===== config.mk =====
export PLATFORM = sky130hd
export DESIGN_NAME = mwc_weyl_random_generator
export DESIGN_NICKNAME = d
export VERILOG_FILES = /design/src/rtl/mwcw_pkg.sv /design/src/rtl/mwcw_front.sv /design/src/rtl/mwcw_queue.sv /design/src/rtl/mwcw_back.sv /design/src/rtl/mwc_weyl_random_generator.sv
export VERILOG_INCLUDE_DIRS = /design/src /design/src/rtl
export SDC_FILE = /design/constraint.sdc
export NUM_CORES = 1
export LEC_CHECK = 0
export CAP_MARGIN = 15
export CORE_ASPECT_RATIO = 0.5
export CORE_MARGIN = 2
export CORE_UTILIZATION = 30
export DETAILED_ROUTE_END_ITERATION = 8
export DONT_BUFFER_PORTS = 1
export PLACE_DENSITY = 0.44
export SETUP_SLACK_MARGIN = 0.15
export SYNTH_ARGS = -nofsm -noshare
export SYNTH_HDL_FRONTEND = slang
export SYNTH_SLANG_ARGS = --single-unit

===== constraint.sdc =====
create_clock -name i_clk -period 19.9 [get_ports i_clk]
set_input_delay 1.99 -clock i_clk [delete_from_list [all_inputs] [get_ports i_clk]]
set_output_delay 1.99 -clock i_clk [all_outputs]
set_load 0.02 [all_outputs]

===== src/rtl/assert_macros.svh =====
// assertion macros shared by the generator rtl
// no dependencies; compiled out when SYNTHESIS is defined
`ifndef ASSERT_MACROS_SVH
`define ASSERT_MACROS_SVH

`ifndef SYNTHESIS

// property must hold at every clock edge outside reset
`define MWCW_ASSERT(lbl, clk, rst_n, prop, msg) \
    lbl: assert property (@(posedge clk) disable iff (!(rst_n)) (prop)) else $error(msg);

// condition must never be seen outside reset
`define MWCW_NEVER(lbl, clk, rst_n, cond, msg) \
    lbl: assert property (@(posedge clk) disable iff (!(rst_n)) !(cond)) else $error(msg);

`else

`define MWCW_ASSERT(lbl, clk, rst_n, prop, msg)

`define MWCW_NEVER(lbl, clk, rst_n, cond, msg)

`endif

`endif


===== src/rtl/mwcw_pkg.sv =====
// types, codes and constants of the multiply-with-carry generator
// no dependencies; imported by every module of the block
package mwcw_pkg;

    // operation codes
    typedef enum logic [1:0] {
        FUNC_DRAW   = 2'd0,
        FUNC_SIGNED = 2'd1,
        FUNC_LOAD   = 2'd2
    } t_func;

    // generator constants
    localparam logic [31:0] MWC_MULT   = 32'd65184;
    localparam logic [31:0] WEYL_STEP  = 32'd21611;
    localparam logic [31:0] MWC_RESET  = 32'd33331;
    localparam logic [31:0] WEYL_RESET = 32'd1;

    // raw draw width and modulo steps, one remainder bit per step
    localparam int RAW_W     = 16;
    localparam int DIV_STEPS = RAW_W;

    // default depth of the job queue, a power of two
    localparam int QUEUE_DEPTH_DEF = 2;

    // input item
    typedef struct packed {
        logic [1:0]  func;
        logic [14:0] range;
        logic [31:0] load_mult;
        logic [31:0] load_stir;
    } t_in_item;

    // result item
    typedef struct packed {
        logic        [15:0] random_value;
        logic signed [15:0] signed_value;
        logic        [31:0] mult_state;
        logic        [31:0] stir_state;
    } t_out_item;

    // job handed from the front to the back
    typedef struct packed {
        logic [1:0]       func;
        logic [RAW_W-1:0] raw;
        logic [14:0]      range;
        logic [31:0]      mult_state;
        logic [31:0]      stir_state;
    } t_job;

endpackage


===== src/rtl/mwcw_front.sv =====
// front part: holds generator state, accepts items and builds jobs
// depends on mwcw_pkg
module mwcw_front
    import mwcw_pkg::*;
(
    input  logic     i_clk,
    input  logic     i_rst_n,
    input  logic     i_in_valid,
    output logic     o_in_ready,
    input  t_in_item i_in_item,
    output logic     o_push_valid,
    input  logic     i_push_ready,
    output t_job     o_job
);

    logic [31:0]      r_mwc;
    logic [31:0]      r_weyl;
    logic [31:0]      n_mwc;
    logic [31:0]      n_weyl;
    logic [31:0]      step_mwc;
    logic [31:0]      step_weyl;
    logic [RAW_W-1:0] raw;
    logic             accept;

    // handshake passes straight to the queue
    assign o_in_ready   = i_push_ready;
    assign o_push_valid = i_in_valid;
    assign accept       = i_in_valid && i_push_ready;

    // one generator step from the current words
    assign step_mwc  = {16'd0, r_mwc[15:0]} * MWC_MULT + 32'd1 + {16'd0, r_mwc[31:16]};
    assign step_weyl = r_weyl + WEYL_STEP;

    // classify the item and form its job
    always_comb begin
        n_mwc  = r_mwc;
        n_weyl = r_weyl;
        raw    = '0;
        case (i_in_item.func)
            FUNC_DRAW, FUNC_SIGNED: begin
                n_mwc  = step_mwc;
                n_weyl = step_weyl;
                raw    = step_mwc[RAW_W-1:0] ^ step_weyl[RAW_W-1:0];
            end
            FUNC_LOAD: begin
                n_mwc  = i_in_item.load_mult;
                n_weyl = i_in_item.load_stir;
            end
            default: begin
                n_mwc  = r_mwc;
                n_weyl = r_weyl;
            end
        endcase
    end

    assign o_job.func       = i_in_item.func;
    assign o_job.raw        = raw;
    assign o_job.range      = i_in_item.range;
    assign o_job.mult_state = n_mwc;
    assign o_job.stir_state = n_weyl;

    // generator state
    always_ff @(posedge i_clk) begin
        if (!i_rst_n) begin
            r_mwc  <= MWC_RESET;
            r_weyl <= WEYL_RESET;
        end else if (accept) begin
            r_mwc  <= n_mwc;
            r_weyl <= n_weyl;
        end
    end

endmodule


===== src/rtl/mwcw_queue.sv =====
// short job queue between the front and the back
// depends on mwcw_pkg and assert_macros.svh
`include "assert_macros.svh"

module mwcw_queue
    import mwcw_pkg::*;
#(
    parameter int DEPTH = QUEUE_DEPTH_DEF
)
(
    input  logic i_clk,
    input  logic i_rst_n,
    input  logic i_push_valid,
    output logic o_push_ready,
    input  t_job i_push_job,
    output logic o_pop_valid,
    input  logic i_pop_ready,
    output t_job o_pop_job
);

    // depth must be a power of two so the pointers wrap on their own
    localparam int PTR_W = (DEPTH > 1) ? $clog2(DEPTH) : 1;
    localparam int CNT_W = $clog2(DEPTH + 1);
    localparam logic [CNT_W-1:0] FULL_CNT = CNT_W'(DEPTH);

    t_job             r_mem [DEPTH];
    logic [PTR_W-1:0] r_wr_ptr;
    logic [PTR_W-1:0] r_rd_ptr;
    logic [CNT_W-1:0] r_count;
    logic             push;
    logic             pop;

    assign o_push_ready = (r_count != FULL_CNT);
    assign o_pop_valid  = (r_count != '0);
    assign o_pop_job    = r_mem[r_rd_ptr];
    assign push         = i_push_valid && o_push_ready;
    assign pop          = o_pop_valid && i_pop_ready;

    // storage, no reset needed
    always_ff @(posedge i_clk) begin
        if (push) begin
            r_mem[r_wr_ptr] <= i_push_job;
        end
    end

    // pointers and fill count
    always_ff @(posedge i_clk) begin
        if (!i_rst_n) begin
            r_wr_ptr <= '0;
            r_rd_ptr <= '0;
            r_count  <= '0;
        end else begin
            if (push) begin
                r_wr_ptr <= r_wr_ptr + 1'b1;
            end
            if (pop) begin
                r_rd_ptr <= r_rd_ptr + 1'b1;
            end
            case ({push, pop})
                2'b10:   r_count <= r_count + 1'b1;
                2'b01:   r_count <= r_count - 1'b1;
                default: r_count <= r_count;
            endcase
        end
    end

    `MWCW_ASSERT(a_count_bound, i_clk, i_rst_n, r_count <= FULL_CNT, "queue overfilled")
    `MWCW_ASSERT(a_empty_ptrs, i_clk, i_rst_n, (r_count != '0) || (r_wr_ptr == r_rd_ptr), "queue empty but pointers differ")
    `MWCW_ASSERT(a_full_ptrs, i_clk, i_rst_n, (r_count != FULL_CNT) || (r_wr_ptr == r_rd_ptr), "queue full but pointers differ")

endmodule


===== src/rtl/mwcw_back.sv =====
// back part: bit-serial modulo for signed draws and the output register
// depends on mwcw_pkg and assert_macros.svh
`include "assert_macros.svh"

module mwcw_back
    import mwcw_pkg::*;
(
    input  logic      i_clk,
    input  logic      i_rst_n,
    input  logic      i_pop_valid,
    output logic      o_pop_ready,
    input  t_job      i_job,
    output logic      o_out_valid,
    input  logic      i_out_ready,
    output t_out_item o_out_item
);

    localparam int CNT_W = $clog2(DIV_STEPS);
    localparam logic [CNT_W-1:0] DIV_LAST = CNT_W'(DIV_STEPS - 1);

    typedef enum logic [1:0] {
        S_IDLE,
        S_DIV,
        S_DONE
    } t_state;

    t_state           r_state, n_state;
    t_job             r_job, n_job;
    logic [RAW_W-1:0] r_rem, n_rem;
    logic [RAW_W-1:0] r_shift, n_shift;
    logic [RAW_W-1:0] r_div, n_div;
    logic [CNT_W-1:0] r_count, n_count;
    logic             r_out_valid, n_out_valid;
    t_out_item        r_out, n_out;
    logic             pop;
    logic             slot_free;
    logic [RAW_W:0]   trial;
    logic [RAW_W:0]   diff;

    assign slot_free   = !r_out_valid || i_out_ready;
    assign o_pop_ready = pop;
    assign o_out_valid = r_out_valid;
    assign o_out_item  = r_out;

    // one restoring remainder step
    assign trial = {r_rem, r_shift[RAW_W-1]};
    assign diff  = trial - {1'b0, r_div};

    // next state and output
    always_comb begin
        n_state     = r_state;
        n_job       = r_job;
        n_rem       = r_rem;
        n_shift     = r_shift;
        n_div       = r_div;
        n_count     = r_count;
        n_out       = r_out;
        n_out_valid = r_out_valid;
        pop         = 1'b0;
        if (r_out_valid && i_out_ready) begin
            n_out_valid = 1'b0;
        end
        case (r_state)
            S_IDLE: begin
                if (i_pop_valid) begin
                    if (i_job.func == FUNC_SIGNED) begin
                        pop     = 1'b1;
                        n_job   = i_job;
                        n_rem   = '0;
                        n_shift = i_job.raw;
                        n_div   = {i_job.range, 1'b1};
                        n_count = '0;
                        n_state = S_DIV;
                    end else if (slot_free) begin
                        pop                = 1'b1;
                        n_out.random_value = i_job.raw;
                        n_out.signed_value = '0;
                        n_out.mult_state   = i_job.mult_state;
                        n_out.stir_state   = i_job.stir_state;
                        n_out_valid        = 1'b1;
                    end
                end
            end
            S_DIV: begin
                n_rem   = diff[RAW_W] ? trial[RAW_W-1:0] : diff[RAW_W-1:0];
                n_shift = {r_shift[RAW_W-2:0], 1'b0};
                n_count = r_count + 1'b1;
                if (r_count == DIV_LAST) begin
                    n_state = S_DONE;
                end
            end
            S_DONE: begin
                if (slot_free) begin
                    n_out.random_value = r_job.raw;
                    n_out.signed_value = $signed(r_rem - {1'b0, r_job.range});
                    n_out.mult_state   = r_job.mult_state;
                    n_out.stir_state   = r_job.stir_state;
                    n_out_valid        = 1'b1;
                    n_state            = S_IDLE;
                end
            end
            default: begin
                n_state = S_IDLE;
            end
        endcase
    end

    // state and registered outputs
    always_ff @(posedge i_clk) begin
        if (!i_rst_n) begin
            r_state     <= S_IDLE;
            r_out_valid <= 1'b0;
            r_count     <= '0;
        end else begin
            r_state     <= n_state;
            r_out_valid <= n_out_valid;
            r_count     <= n_count;
        end
        r_job   <= n_job;
        r_rem   <= n_rem;
        r_shift <= n_shift;
        r_div   <= n_div;
        r_out   <= n_out;
    end

    `MWCW_ASSERT(a_div_odd, i_clk, i_rst_n, (r_state != S_DIV) || r_div[0], "modulo divisor is even")
    `MWCW_ASSERT(a_rem_below, i_clk, i_rst_n, (r_state == S_IDLE) || (r_rem < r_div), "remainder not below divisor")
    `MWCW_ASSERT(a_done_signed, i_clk, i_rst_n, (r_state == S_IDLE) || (r_job.func == FUNC_SIGNED), "modulo run on a non-signed job")

endmodule


===== src/rtl/mwc_weyl_random_generator.sv =====
// top level of the multiply-with-carry generator with a weyl stir counter
// depends on mwcw_pkg, mwcw_front, mwcw_queue and mwcw_back
//
// usage: one item on the input channel (i_in_valid / o_in_ready, i_in_item)
// gives one result item on the output channel (o_out_valid / i_out_ready,
// o_out_item). func selects an unsigned draw, a signed draw within
// [-range, range] or a load of both state words; every result shows both
// words as they stand after its item.
// the front steps the generator in the cycle an item is accepted, so items
// enter back to back until the job queue is full.
// unsigned draws and loads go from the queue straight into the output
// register once it is free. a signed draw is taken, runs the bit-serial
// remainder (one bit a cycle) and is registered once the output is free;
// that remainder unit sets the throughput of signed draws.
// reset sets the words to 33331 and 1 and empties the queue and output.
// when the receiver stalls the result holds in the output register, the
// back stops at its next result, the queue fills, then o_in_ready drops.
module mwc_weyl_random_generator
    import mwcw_pkg::*;
#(
    parameter int QUEUE_DEPTH = QUEUE_DEPTH_DEF
)
(
    input  logic      i_clk,
    input  logic      i_rst_n,
    input  logic      i_in_valid,
    output logic      o_in_ready,
    input  t_in_item  i_in_item,
    output logic      o_out_valid,
    input  logic      i_out_ready,
    output t_out_item o_out_item
);

    logic push_valid;
    logic push_ready;
    t_job push_job;
    logic pop_valid;
    logic pop_ready;
    t_job pop_job;

    // generator state and job forming
    mwcw_front u_front (
        .i_clk        (i_clk),
        .i_rst_n      (i_rst_n),
        .i_in_valid   (i_in_valid),
        .o_in_ready   (o_in_ready),
        .i_in_item    (i_in_item),
        .o_push_valid (push_valid),
        .i_push_ready (push_ready),
        .o_job        (push_job)
    );

    // job queue
    mwcw_queue #(
        .DEPTH (QUEUE_DEPTH)
    ) u_queue (
        .i_clk        (i_clk),
        .i_rst_n      (i_rst_n),
        .i_push_valid (push_valid),
        .o_push_ready (push_ready),
        .i_push_job   (push_job),
        .o_pop_valid  (pop_valid),
        .i_pop_ready  (pop_ready),
        .o_pop_job    (pop_job)
    );

    // remainder unit and output register
    mwcw_back u_back (
        .i_clk       (i_clk),
        .i_rst_n     (i_rst_n),
        .i_pop_valid (pop_valid),
        .o_pop_ready (pop_ready),
        .i_job       (pop_job),
        .o_out_valid (o_out_valid),
        .i_out_ready (i_out_ready),
        .o_out_item  (o_out_item)
    );

endmodule

==> run metrics <==
number of vias per cell 4.84; Crit path top cell by count inv_1; CP Capture Type register; Hold/Removal Path Class register to register; vias in the first global route 16500; # rows 76; Layout fillers 8591; CTS tree yes; CTS max path bufs 3; Top FF cell, synth edfxtp_1; area of the die 0.0906 mm²; headroom to the max-slew limit 30.1%; initial antenna violation count 1; placer congestion estimate 0.854; initial detailed-routing violation count 1107; fin nets 2452; status complete, no violations; Avg Inst Size Synth 11.9 µm²; Synth async-reset ratio 0%; Final Hold Fails 0; Syn Inst Count 2211; via count 16400; First-pass DRT Iterations 7; Clock Pin Slew Worst Setup and Hold Paths 0.07 ns; final setup fails 0; largest net degree at the start of global routing 108; routed length per instance 20.7 µm; postcts setup bufs 0; gr ovfl total 0; Antenna Nets Post-Route 0; CP max FO 7; I/O Buffers 0; Critical Path Source Type register; hold buffer count at cts 0; share of the synthesized area in the top cell type 47.4%; sequential area share after synthesis 53.2%; Synth Warn # 0; Final HPWL DP 49300 µm; unique cell type count in the Yosys netlist 86; WP buf/inv 6; Clk Latency, worst-skew pair 0.61 ns; Crit path required time 20.23 ns; top post-synthesis cells by area edfxtp_1, mux2_2, fa_1; TritonCTS Sinks 493; CP peak stage delay 0.57 ns; P&R area growth vs syn 10.6%; Die H 214 µm; htree depth 2; core area 0.0866 mm²; root buffer selected by CTS clkbuf_16; first-pass GRT wire length 105000 µm; Initial Utilization 30.5%; Synth Net Count 2492; post-layout min period 7.09 ns; Die Span X 424 µm; TritonCTS Buffers 50; # diodes 0; DRT Wirelength 70100 µm; Max-Cap Viols 0; max-slew violations 0; IO Pins 183; proportion of layout cells with a drive suffix above 1 12.9%; largest area contributor in the netlist edfxtp_1; CP Class register to register; Setup Skew 0.0224 ns; GRT Overall Usage 15.2%; slew at the pin closest to its max-slew limit 1.05 ns; fin crit share 35.6%; cts repair resizes 0; CP arrival 7.42 ns; RSZ-0062 raised after global routing false; flops & latches, synth 493; top cell family by delay on the critical path adder cells; drt drc 0; Post-synth EDFFs 417; cell area after synthesis 0.0264 mm²; CP max-delay cell dfxtp_1; fmax 0.141 GHz; setup TNS 0 ns
==> metal layers <==
metal  track usage, %  up-vias  wire length [µm]
li1                 -     7857                 -
met1             20.0     8165             32000
met2             26.5      268             34300
met3             1.88       79              2320
met4             4.28        0              1530
met5                0        -                 0
==> layout make-up <==
type	instances	area [µm²]	area share (%)
clock buffer	61	1340	4.60
clock inverter	33	314	1.07
multi-input combinational	1416	11200	38.4
sequential	493	14000	48.1
inverter	195	734	2.51
tap	1170	1460	5.01
timing repair buffer	15	113	0.385
==> worst reg2reg max path, cell delays in order, from the launching register on <==
cell	delay, ns
dfxtp_1	0.57
inv_1	0.16
fa_1	0.57
inv_1	0.07
ha_1	0.27
inv_1	0.05
fa_1	0.52
inv_1	0.05
fa_1	0.53
inv_1	0.05
fa_1	0.54
inv_1	0.04
ha_1	0.43
o211ai_1	0.18
a21oi_2	0.25
nor2_1	0.09
xnor2_1	0.24
ha_1	0.33
a21oi_1	0.17
or3b_2	0.46
a221oi_1	0.24
a21oi_1	0.16
or3b_1	0.31
nor3_1	0.09
xnor2_1	0.30
a21oi_1	0.14
==> cell usage after synthesis (7+ instances only) <==
cell        n
dfxtp_1    76
inv_1     193
xnor2_1    73
and2_1      7
nand2_1   148
nand3_1    35
ha_1      114
o21a_1     12
and3_1     14
nand2b_1   16
buf_1      13
a31oi_1    17
fa_1       82
nor2b_1    19
mux2_2    147
o21bai_1   11
clkbuf_1   79
xor2_1     29
a21boi_0    7
o21ai_0    70
or3_1       8
nor2_1    175
edfxtp_1  417
a21o_1     29
o211ai_1   10
nor3_1     27
nand4_1    16
a211oi_1   20
a21oi_1   151
mux2i_1    60
==> cell families after synthesis <==
family,after synthesis,share of synthesized area [%]
AND/OR/NAND/NOR,495,8.63
flip-flops,493,53.2
AO/OA/AOI/OAI,415,10.1
buffers and inverters,302,4.55
multiplexers,207,8.54
adder cells (fa/ha/maj),196,11.6
XOR/XNOR,103,3.44
==> layout by cell type, fill, tap and decap left out, drive strengths merged, types with 17 or more instances in the layout <==
master	netlist	final
nand4	17	17
nor2b	19	19
ha	114	114
nand2	148	148
nor3	28	28
xor2	29	29
a31oi	17	17
nand3	35	35
xnor2	74	74
clkinv	2	23
edfxtp	417	417
dfxtp	76	76
a21o	29	29
mux2i	60	60
clkbuf	83	61
inv	193	197
mux2	147	147
a211oi	21	21
a21oi	152	152
fa	82	82
o21ai	77	77
nor2	175	175
==> flip-flops by register name, summed over array words and instances (netlist names), named ones only <==
name / cells
u_front.r_mwc: 32
u_back.r_count: 4
u_back.o_out_item: 96
u_back.r_state: 2
u_back.o_out_valid: 1
u_queue.r_rd_ptr: 1
u_queue.r_mem: 194
u_back.r_div: 15
u_queue.r_wr_ptr: 1
u_front.r_weyl: 32
u_back.r_job: 80
u_back.r_shift: 16
u_back.r_rem: 16
u_queue.r_count: 2
==> path summary, 6_finish.rpt <==
kind	end	from	slack [ns]	depth (start not counted)
setup / recovery	u_queue.r_mem[0][60]	u_front.r_mwc[4]	12.81	25
hold / removal	u_back.r_count[1]	u_back.r_count[1]	0.50	2
hold reg to reg	u_back.r_count[1]	u_back.r_count[1]	0.50	2
setup reg to reg	u_queue.r_mem[0][60]	u_front.r_mwc[4]	12.81	25
==> per-stage QoR <==
step	setup slack [ns]	cell area (µm²)	instances	hold WS (ns)	utilization (%)
floorplan	12.52	26400	2211	0.449	-
global placement	12.92	27600	3289	0.480	31.8
detailed placement	12.81	27600	3289	0.490	31.8
CTS	12.82	29200	3383	0.499	33.7
global route	12.30	29200	3383	0.522	33.7
finish	12.81	29200	3383	0.496	33.7
Power is not shown: default switching activity piles up to over one toggle a cycle in this logic, so the estimate is an artifact.
